### config.mk
export PLATFORM = sky130hd
export DESIGN_NAME = mrp_front
export DESIGN_NICKNAME = d
export VERILOG_FILES = /design/src/rtl/mrp_pkg.sv /design/src/rtl/mrp_front.sv
export SDC_FILE = /design/constraint.sdc
export NUM_CORES = 1
export LEC_CHECK = 0
export BUFFER_PORTS_ARGS = -buffer_cell sky130_fd_sc_hd__buf_2
export CAP_MARGIN = 20
export CORE_ASPECT_RATIO = 1.75
export CORE_MARGIN = 2
export CORE_UTILIZATION = 49
export DETAILED_ROUTE_END_ITERATION = 10
export GPL_ROUTABILITY_DRIVEN = 1
export PLACE_DENSITY = 0.77
export SLEW_MARGIN = 20
export SYNTH_ARGS = -nofsm -noshare
export SYNTH_HDL_FRONTEND = slang
export SYNTH_SLANG_ARGS = --single-unit
### constraint.sdc
create_clock -name clk -period 3.1 [get_ports clk]
set_input_delay 0 -clock clk [delete_from_list [all_inputs] [get_ports clk]]
set_output_delay 0 -clock clk [all_outputs]
set_load 0.02 [all_outputs]
### src/rtl/mrp_pkg.sv
// ----------------------------------------------------------------------------
// mrp_pkg
// Shared types and constants of the rectangle product block.
// ----------------------------------------------------------------------------
package mrp_pkg;

    localparam int unsigned DEF_MAX_ROWS = 64;
    localparam int unsigned DEF_MAX_COLS = 64;

    localparam int VAL_W = 30;
    localparam int IDX_W = 6;
    localparam int CNT_W = 7;

    localparam logic [VAL_W-1:0] PRIME = 30'd1000000007;

    typedef enum logic {
        CMD_LOAD  = 1'b0,
        CMD_QUERY = 1'b1
    } cmd_t;

    typedef enum logic {
        REG_ROW_COUNT = 1'b0,
        REG_COL_COUNT = 1'b1
    } reg_idx_t;

    // One classified item as it travels from front to back
    typedef struct packed {
        logic             is_query;
        logic             bad;
        logic [VAL_W-1:0] value;
        logic [IDX_W-1:0] top_row;
        logic [IDX_W-1:0] left_col;
        logic [IDX_W-1:0] bottom_row;
        logic [IDX_W-1:0] right_col;
    } item_t;

endpackage

### src/rtl/mrp_front.sv
// ----------------------------------------------------------------------------
// mrp_front
// Accepts commands, checks query corners, reduces elements, queues items.
// ----------------------------------------------------------------------------
module mrp_front (
    input  logic                      clk,
    input  logic                      rst_n,
    input  logic                      start,
    input  logic                      cmd,
    input  logic [mrp_pkg::VAL_W-1:0] elem_value,
    input  logic [mrp_pkg::IDX_W-1:0] top_row,
    input  logic [mrp_pkg::IDX_W-1:0] left_col,
    input  logic [mrp_pkg::IDX_W-1:0] bottom_row,
    input  logic [mrp_pkg::IDX_W-1:0] right_col,
    input  logic [mrp_pkg::CNT_W-1:0] rows_eff,
    input  logic [mrp_pkg::CNT_W-1:0] cols_eff,
    output logic                      busy,
    output logic                      q_valid,
    output mrp_pkg::item_t            q_item,
    input  logic                      q_pop
);
    import mrp_pkg::*;

    localparam int QDEPTH = 2;
    localparam int QPTR_W = $clog2(QDEPTH);

    item_t             fifo_reg [QDEPTH];
    logic [QPTR_W-1:0] wr_ptr_reg;
    logic [QPTR_W-1:0] rd_ptr_reg;
    logic [QPTR_W:0]   count_reg;
    item_t             item_in;
    logic              push;

    // Classify the incoming beat
    always_comb
    begin
        item_in.is_query   = (cmd_t'(cmd) == CMD_QUERY);
        item_in.bad        = ({1'b0, bottom_row} >= rows_eff) ||
                             ({1'b0, right_col} >= cols_eff) ||
                             (top_row > bottom_row) ||
                             (left_col > right_col);
        item_in.value      = (elem_value >= PRIME) ? elem_value - PRIME : elem_value;
        item_in.top_row    = top_row;
        item_in.left_col   = left_col;
        item_in.bottom_row = bottom_row;
        item_in.right_col  = right_col;
    end

    assign busy    = (count_reg == (QPTR_W+1)'(QDEPTH));
    assign push    = start && !busy;
    assign q_valid = (count_reg != '0);
    assign q_item  = fifo_reg[rd_ptr_reg];

    // Hold queue entries
    always_ff @(posedge clk)
    begin
        if (push)
        begin
            fifo_reg[wr_ptr_reg] <= item_in;
        end
    end

    // Advance pointers and fill count
    always_ff @(posedge clk or negedge rst_n)
    begin
        if (!rst_n)
        begin
            wr_ptr_reg <= '0;
            rd_ptr_reg <= '0;
            count_reg  <= '0;
        end
        else
        begin
            if (push)
            begin
                wr_ptr_reg <= wr_ptr_reg + 1'b1;
            end
            if (q_pop)
            begin
                rd_ptr_reg <= rd_ptr_reg + 1'b1;
            end
            if (push && !q_pop)
            begin
                count_reg <= count_reg + 1'b1;
            end
            else if (!push && q_pop)
            begin
                count_reg <= count_reg - 1'b1;
            end
        end
    end

endmodule

==> metrics.md, run 1 <==
| Metric | Value |
|---|---|
| Status | `finished, final reports clean` |
| Synth Area in XOR/XNOR | `0.0466` |
| Gr ovfl total | `0` |
| # placed instances | `648` |
| Die Y-Extent | `146 µm` |
| Vias per cell | `5.33` |
| Non-Filler Instances | `727` |
| Worst-skew pair later-pin latency | `0.40 ns` |
| GRT Util Overall | `0.200` |
| Post-Synth Simple-Gate Area | `0.0768` |
| Startpoint types | `input pin` |
| Hold_buf cts | `48` |
| Proportion of layout cells with a drive suffix above 1 | `0.398` |
| Final hold violation count | `0` |
| Number of enable flip-flop cells after synthesis | `112` |
| Syn_nets | `490` |
| Resized Gates After CTS | `0` |
| Ys flop type | `edfxtp_1` |
| Top cell type's share of synthesized area | `0.596` |
| Worst Path Arrival | `2.61 ns` |
| PD cells | `821 nW/µm²` |
| CTS Buf Count | `17` |
| Clk slew on worst S/H paths | `0.05 ns` |
| Peak supply drop | `0.579 mV` |
| CTS tree | `done` |
| Vias in the first global route | `4128` |
| Max-slew violation count | `0` |
| Yosys warns | `0` |
| Hold depth | `2` |
| Worst r2r src | `count_reg[0]` |
| Worst-Margin Slew | `0.789 ns` |
| Dpl hpwl | `8380 µm` |
| Largest family of logic cells by synthesized area | `multiplexers` |
| Hold Crit Start | `elem_value[22]` |
| PortBufs | `130` |
| Std-Cell Rows | `51` |
| Crit path largest cell delay | `0.54 ns` |
| Die width | `85.1 µm` |
| Critical path origin | `elem_value[0]` |
| Synth Area in Compound Gates | `0.0643` |
| FFs w/ async S/R, synth | `0.0345` |
| Gate count after technology mapping | `391` |
| Worst-path cell chain | `dlygate4sd3_1 > buf_2 > ha_1 > a211oi_1 > a2111oi_2 > nor2_2 > o21ai_2 > o211ai_1 > xnor2_1` |
| Cell variety after synth | `50` |
| Nature of the critical path endpoint | `flip-flop` |
| Wire length per cell | `16.8 µm` |
| Mux contribution to synthesized area | `0.112` |
| Total power draw | `6.19 mW` |
| Critical path class | `input pin to flip-flop` |
| Multi-input logic area | `2020 µm²` |
| Filler cell count | `777` |
| First-pass GRT wire length | `19200 µm` |
| Die area | `12400 µm²` |
| Worst slew margin relative to its limit | `0.474` |
| Setup_tns | `0 ns` |
| Layout Skew | `0.00447 ns` |
| Minimum clock period | `2.47 ns` |
| Clock Sinks | `116` |
| Number of top-level pins | `131` |
| #FFs+latches synth | `116` |
| Mapped Area | `5640 µm²` |
| Initial antenna violation count | `0` |
| Leakage | `3.05 nW` |
| Diodes inserted | `0` |
| DR pass1 iterations | `6` |
| Register area share after synthesis | `0.614` |
| Post-CTS setup repair buffer count | `0` |
| Average instance area after synthesis | `14.4 µm²` |
| Period Utilization, post-route | `0.797` |
| Synth area leader | `edfxtp_1` |
| Clock Root Buffer | `clkbuf_16` |
| Max_cap viols | `0` |
| Area Growth Syn to Fin | `33.7%` |
| Number of nets with antenna violations after routing | `0` |
| Final nets | `682` |
| Clk buf depth | `2` |
| Hold Path Class | `input pin to flip-flop` |
| Number of cells on the worst reg-to-reg path | `3` |
| FF/Latch Area | `3460 µm²` |
| Adder-cell area share of the yosys netlist | `0.0577` |
| Fmax | `405 MHz` |
| Total core area | `11200 µm²` |
| Total number of vias | `3877` |
| Drt drc | `0` |
| Max FFs per register | `112` |
| Slowest cell on the critical path | `o21ai_2` |
| Unrepaired setup endpoints after global routing | `no` |
| Worst Path Required | `3.24 ns` |
| Top area cells in the synthesized netlist | `edfxtp_1 60%, mux2_2 11%, ha_1 5.8%` |
| Final number of setup-violating endpoints | `0` |
| Largest net degree at the start of global routing | `58` |
| Max FO, Critical Path | `14` |
| Final wirelength | `12200 µm` |
| Starting Density | `0.505` |
| Detailed Route Iter0 Violations | `144` |
| CTS H-tree depth | `4` |
| GP Congestion | `0.927` |
## cell usage after synthesis, types with 2 or more instances
cell type,number
nand2_1,23
nor2_1,11
clkbuf_1,7
o211ai_1,2
dfrtp_1,4
nor3_2,3
and2_1,4
and3_1,3
nor4_1,2
nand2b_1,3
a21o_1,6
o21a_1,3
a21oi_1,11
ha_1,26
o22ai_1,2
edfxtp_1,112
nand3_1,3
mux2_2,56
nand4_1,5
nor4_2,2
nor3_1,6
o21bai_1,3
o21ai_0,6
inv_1,31
xor2_1,12
xnor2_1,18
nor2b_1,4
## cells by family (layout without fill, tap and decap cells)
kind of cell    after synthesis  after routing
mux                          56             56
fa+ha+maj                    26             26
flops                       116            116
compound gates               47             47
xor+xnor                     30             30
simple gates                 76             76
buf+inv                      40            244
## metrics by stage
stage / utilization / instance area, µm² / setup WS [ns] / hold WS, ns
CTS: 0.675 / 7540 / 0.632 / 0.00293
global route: 0.675 / 7540 / 0.438 / 0.00356
global placement: 0.579 / 6460 / 0.922 / -0.196
finish: 0.675 / 7540 / 0.630 / 0.0147
detailed placement: 0.579 / 6460 / 0.762 / -0.191
floorplan: - / 5640 / 0.595 / -0.296
## cell usage in the layout, fill, tap and decap left out, types with 2 or more instances in the layout
master	n
buf_2	130
edfxtp_1	112
mux2_2	56
dlygate4sd3_1	48
inv_1	31
ha_1	26
nand2_1	23
xnor2_1	18
clkbuf_16	17
xor2_1	12
a21oi_1	11
nor2_1	10
nor3_1	6
o21ai_0	6
a21o_1	6
nand4_1	5
and2_1	4
nor2b_1	4
bufinv_16	4
nor3_2	3
nand3_1	3
o21bai_1	3
o21a_1	3
nand2b_1	3
clkinv_2	3
clkinv_1	3
dfrtp_1	3
buf_4	3
nor4_2	2
and3_1	2
o211ai_1	2
nor4_1	2
o22ai_1	2
clkbuf_1	2
## final timing paths
check                                   to  slack [ns]
setup / recovery           fifo_reg[0][48]        0.63
hold / removal             fifo_reg[0][46]        0.01
setup reg to reg           fifo_reg[1][41]        1.25
hold reg to reg               count_reg[1]        0.49
max in group asynchronous       rd_ptr_reg        2.40
min in group asynchronous     count_reg[1]        0.52
## critical path, delay by kind of cell
kind / cells / cell delay [ns]
and+or+nand+nor: 1 / 0.15
buffers and inverters: 2 / 0.65
adders and majority gates: 1 / 0.21
AOI/OAI and AO/OA: 4 / 1.40
xor gates and xnor gates: 1 / 0.19
## where the power goes
group / switching [mW] / total [mW] / internal, mW
Combinational: 1.19 / 1.98 / 0.785
Clock: 0.638 / 1.96 / 1.33
Sequential: 0.0880 / 2.24 / 2.16
## metal layers
metal	GRT usage	vias to the layer above	share of wire
li1	-	1848	-
met1	0.197	1864	0.36
met2	0.375	139	0.57
met3	0.0550	26	0.048
met4	0.0937	0	0.022
met5	0	-	0
## final cells by class
class | instances | share of cell area
clock buffer | 19 | 0.0574
clock inverter | 12 | 0.0216
inverter | 31 | 0.0154
multi-input combinational | 235 | 0.268
sequential | 116 | 0.460
tap | 132 | 0.0219
timing repair buffer | 182 | 0.156
Power figures use the tool's default switching activity.
==> run 2, diff against run 1 <==
--- a/config.mk
+++ b/config.mk
@@ -5,14 +5,15 @@
 export SDC_FILE = /design/constraint.sdc
 export NUM_CORES = 1
 export LEC_CHECK = 0
+export ABC_AREA = 1
 export BUFFER_PORTS_ARGS = -buffer_cell sky130_fd_sc_hd__buf_2
 export CAP_MARGIN = 20
 export CORE_ASPECT_RATIO = 1.75
 export CORE_MARGIN = 2
-export CORE_UTILIZATION = 49
+export CORE_UTILIZATION = 55
 export DETAILED_ROUTE_END_ITERATION = 10
 export GPL_ROUTABILITY_DRIVEN = 1
-export PLACE_DENSITY = 0.77
+export PLACE_DENSITY = 0.8
 export SLEW_MARGIN = 20
 export SYNTH_ARGS = -nofsm -noshare
 export SYNTH_HDL_FRONTEND = slang
==> constraint.sdc (replaced) <==
create_clock -name clk -period 2.42 [get_ports clk]
set_input_delay 0 -clock clk [delete_from_list [all_inputs] [get_ports clk]]
set_output_delay 0 -clock clk [all_outputs]
set_load 0.02 [all_outputs]
==> run 2 against run 1 <==
  * Routed wire length rose by 20%
  * Sequential share of layout area is 3.0 points lower
  * Critical path depth down 5
  * Hold slack gained 0.0076 ns
  * Worst setup slack worse by 0.31 ns
  * Global-route usage increased by 4.1 points
  * Clock power is 23% higher
  * Non-clock buffer count shrank 1
  * Total power grew 28%
  * Count of clock-buffer cells in the layout rose by 1
  * Clock skew up 0.0027 ns
  * Critical endpoint is now fifo_reg[1][50]
  * Largest power group unchanged
==> metrics.md, run 2 <==
| Metric | Value |
|---|---|
| Die area | `12200 µm² (was 12400 µm²)` |
| CTS Buf Count | `17 (unchanged)` |
| Nature of the critical path endpoint | `flip-flop (unchanged)` |
| Worst-path cell chain | `inv_1 > o21ai_0 > nor2_4 > buf_12 (was dlygate4sd3_1 > buf_2 > ha_1 > a211oi_1 > a2111oi_2 > nor2_2 > o21ai_2 > o211ai_1 > xnor2_1)` |
| Cell variety after synth | `36 (was 50)` |
| Gr ovfl total | `0 (unchanged)` |
| Max_cap viols | `0 (unchanged)` |
| Adder-cell area share of the yosys netlist | `0.0523 (was 0.0577)` |
| Startpoint types | `flip-flop (was input pin)` |
| Peak supply drop | `0.681 mV (was 0.579 mV)` |
| Register area share after synthesis | `0.557 (was 0.614)` |
| Cell area after placement | `7020 µm² (was 6460 µm²)` |
| Synth Area in Compound Gates | `0.0451 (was 0.0643)` |
| Post-CTS setup repair buffer count | `0 (unchanged)` |
| Total core area | `11100 µm² (was 11200 µm²)` |
| Final wirelength | `14700 µm (was 12200 µm)` |
| Syn_nets | `686 (was 490)` |
| Diodes inserted | `0 (unchanged)` |
| CTS tree | `done (unchanged)` |
| Largest family of logic cells by synthesized area | `simple AND/OR/NAND/NOR gates (was multiplexers)` |
| #FFs+latches synth | `116 (unchanged)` |
| Dpl hpwl | `10300 µm (was 8380 µm)` |
| Minimum clock period | `2.10 ns` |
| Mapped Area | `6220 µm² (was 5640 µm²)` |
| Number of top-level pins | `131 (unchanged)` |
| First-pass GRT wire length | `22500 µm (was 19200 µm)` |
| Detailed Route Iter0 Violations | `251 (was 144)` |
| Leakage | `3.51 nW (was 3.05 nW)` |
| Fmax | `475 MHz` |
| Hold Path Class | `input pin to flip-flop (unchanged)` |
| Resized Gates After CTS | `0 (unchanged)` |
| Layout Skew | `0.00719 ns (was 0.00447 ns)` |
| Commonest non-fill, non-tap cells in the layout | `130 x buf_2, 127 x nand2_1, 112 x edfxtp_1 (was 130 x buf_2, 112 x edfxtp_1, 56 x mux2_2)` |
| Synth Area in XOR/XNOR | `0.0153 (was 0.0466)` |
| Most common library cell in the layout ignoring fill and taps | `buf_2 (unchanged)` |
| Largest net degree at the start of global routing | `58 (unchanged)` |
| Die Y-Extent | `145 µm (was 146 µm)` |
| PortBufs | `130 (unchanged)` |
| Drt drc | `0 (unchanged)` |
| Crit path buffers/inverters | `2 (unchanged)` |
| Period Utilization, post-route | `0.870` |
| Top area cells in the synthesized netlist | `edfxtp_1 54%, mux2_2 10%, nand2_1 7.7% (was edfxtp_1 60%, mux2_2 11%, ha_1 5.8%)` |
| Worst Path Required | `2.51 ns (was 3.24 ns)` |
| Most common library cells after synthesis | `127 x nand2_1, 112 x edfxtp_1, 72 x inv_1 (was 112 x edfxtp_1, 56 x mux2_2, 31 x inv_1)` |
| Die width | `84.4 µm (was 85.1 µm)` |
| FFs w/ async S/R, synth | `0.0345 (unchanged)` |
| Clk buf depth | `2 (unchanged)` |
| Pre-CTS WS | `0.313 ns (was 0.762 ns)` |
| Final nets | `875 (was 682)` |
| Mux contribution to synthesized area | `0.101 (was 0.112)` |
| Setup_tns | `0 ns (unchanged)` |
| Initial antenna violation count | `0 (unchanged)` |
| Average instance area after synthesis | `10.6 µm² (was 14.4 µm²)` |
| Critical path class | `flip-flop to flip-flop (was input pin to flip-flop)` |
| Top cell type's share of synthesized area | `0.541 (was 0.596)` |
| Std-Cell Rows | `51 (unchanged)` |
| Design Area, Final | `8070 µm² (was 7540 µm²)` |
| Total number of vias | `4864 (was 3877)` |
| Vias in the first global route | `4929 (was 4128)` |
| GP Congestion | `0.914 (was 0.927)` |
| Final number of setup-violating endpoints | `0 (unchanged)` |
| PD cells | `983 nW/µm² (was 821 nW/µm²)` |
| Ys flop type | `edfxtp_1 (unchanged)` |
| CTS H-tree depth | `4 (unchanged)` |
| Clk slew on worst S/H paths | `0.05 ns (about the same)` |
| Clock Sinks | `116 (unchanged)` |
| DR pass1 iterations | `5 (was 6)` |
| Worst slew margin relative to its limit | `0.434 (was 0.474)` |
| Max FFs per register | `112 (unchanged)` |
| Max-slew violation count | `0 (unchanged)` |
| Crit path largest cell delay | `0.74 ns (was 0.54 ns)` |
| Gate count after technology mapping | `587 (was 391)` |
| Proportion of layout cells with a drive suffix above 1 | `0.298 (was 0.398)` |
| Worst-Margin Slew | `0.847 ns (was 0.789 ns)` |
| Final hold violation count | `0 (unchanged)` |
| Vias per cell | `5.29 (was 5.33)` |
| Number of nets with antenna violations after routing | `0 (unchanged)` |
| Max FO, Critical Path | `31 (was 14)` |
| Unrepaired setup endpoints after global routing | `no (unchanged)` |
| Met3 GRT Util | `0.0499 (was 0.0550)` |
| GR Util met1 | `0.229 (was 0.197)` |
| Top-count cell post-synth | `nand2_1 (was edfxtp_1)` |
| Worst Path Arrival | `2.20 ns (was 2.61 ns)` |
| Crit-path leading delay family | `simple AND/OR/NAND/NOR gates (was compound AO/OA/AOI/OAI gates)` |
| Slack of the critical path | `0.316 ns (was 0.630 ns)` |
| Yosys warns | `0 (unchanged)` |
| GRT met2 Usage | `0.485 (was 0.375)` |
| GRT Util Overall | `0.242 (was 0.200)` |
| Worst-skew pair later-pin latency | `0.40 ns (about the same)` |
| Post-Synth Simple-Gate Area | `0.169 (was 0.0768)` |
| Synth area leader | `edfxtp_1 (unchanged)` |
| GR peak layer | `met2 (unchanged)` |
| Wire length per cell | `15.9 µm (was 16.8 µm)` |
| Slowest cell on the critical path | `nor2_4 (was o21ai_2)` |
| Clock Root Buffer | `clkbuf_16 (unchanged)` |
| Status | `finished, final reports clean (unchanged)` |
| Starting Density | `0.560 (was 0.505)` |
| Area Growth Syn to Fin | `29.7% (was 33.7%)` |
| Number of enable flip-flop cells after synthesis | `112 (unchanged)` |
[run 2: cell count changes after synthesis, moves of 5 or more]
cell / previous run / this run
a21o_1: 6 / 1
o21ai_0: 6 / 13
nor2_1: 11 / 55
inv_1: 31 / 72
a21oi_1: 11 / 18
nand3_1: 3 / 40
nand2_1: 23 / 127
nand3b_1: 0 / 5
xnor2_1: 18 / 1
clkbuf_1: 7 / 2
o21ai_1: 0 / 7
inv_2: 0 / 5
[run 2: cell families after synthesis]
kind of cell               Yosys count
AOI/OAI and AO/OA                   49
xor gates and xnor gates            10
adders and majority gates           26
buffers and inverters               88
DFF                                116
muxes                               56
and+or+nand+nor                    242
[run 2: layout make-up]
type / count / area (µm²)
clock inverter: 11 / 136
inverter: 77 / 289
multi-input combinational: 383 / 2400
clock buffer: 20 / 437
timing repair buffer: 181 / 1180
sequential: 116 / 3460
fill: 787 / 3040
tap: 132 / 165
[run 2: worst reg2reg max path, cell delays in order, from the launching register on]
cell and delay, ns:
dfrtp_1 0.35, inv_1 0.12, o21ai_0 0.26, nor2_4 0.74, buf_12 0.32
[run 2: path summary, 6_finish.rpt]
kind / startpoint / slack [ns] / to / cells past startpoint
min reg2reg: count_reg[0] / 0.52 / count_reg[0] / 1
max in group asynchronous: rst_n / 1.72 / rd_ptr_reg / 3
min: elem_value[13] / 0.02 / fifo_reg[1][37] / 3
max: count_reg[1] / 0.32 / fifo_reg[1][50] / 4
max reg2reg: count_reg[1] / 0.32 / fifo_reg[1][50] / 4
min in group asynchronous: rst_n / 0.51 / count_reg[0] / 3
[run 2: repair_timing]
action / 4_1_cts / 5_1_grt
hold buffers: 47 / 0
endpoints found under the setup margin: 0 / 0
hold endpoints to repair: 93 / 0
[run 2: layer usage]
layer,vias up,share of wire
met5,-,0
li1,2384,-
met1,2272,0.35
met3,31,0.047
met2,177,0.58
met4,0,0.027
[run 2: metrics by stage]
stage	hold WS (ns)	util	instances	power [mW]
final	0.0223	0.727	920	7.93
after global routing	0.0173	0.727	920	8.27
after CTS	0.00644	0.727	920	8.00
after detailed placement	-0.188	0.633	842	5.50
after global placement	-0.194	0.633	842	5.41
after floorplan	-0.296	-	587	4.62
[run 2: power by group]
part	total (mW)	internal (mW)	switching [mW]
Clock	2.42	1.60	0.824
Sequential	2.87	2.76	0.118
Combinational	2.63	1.02	1.61
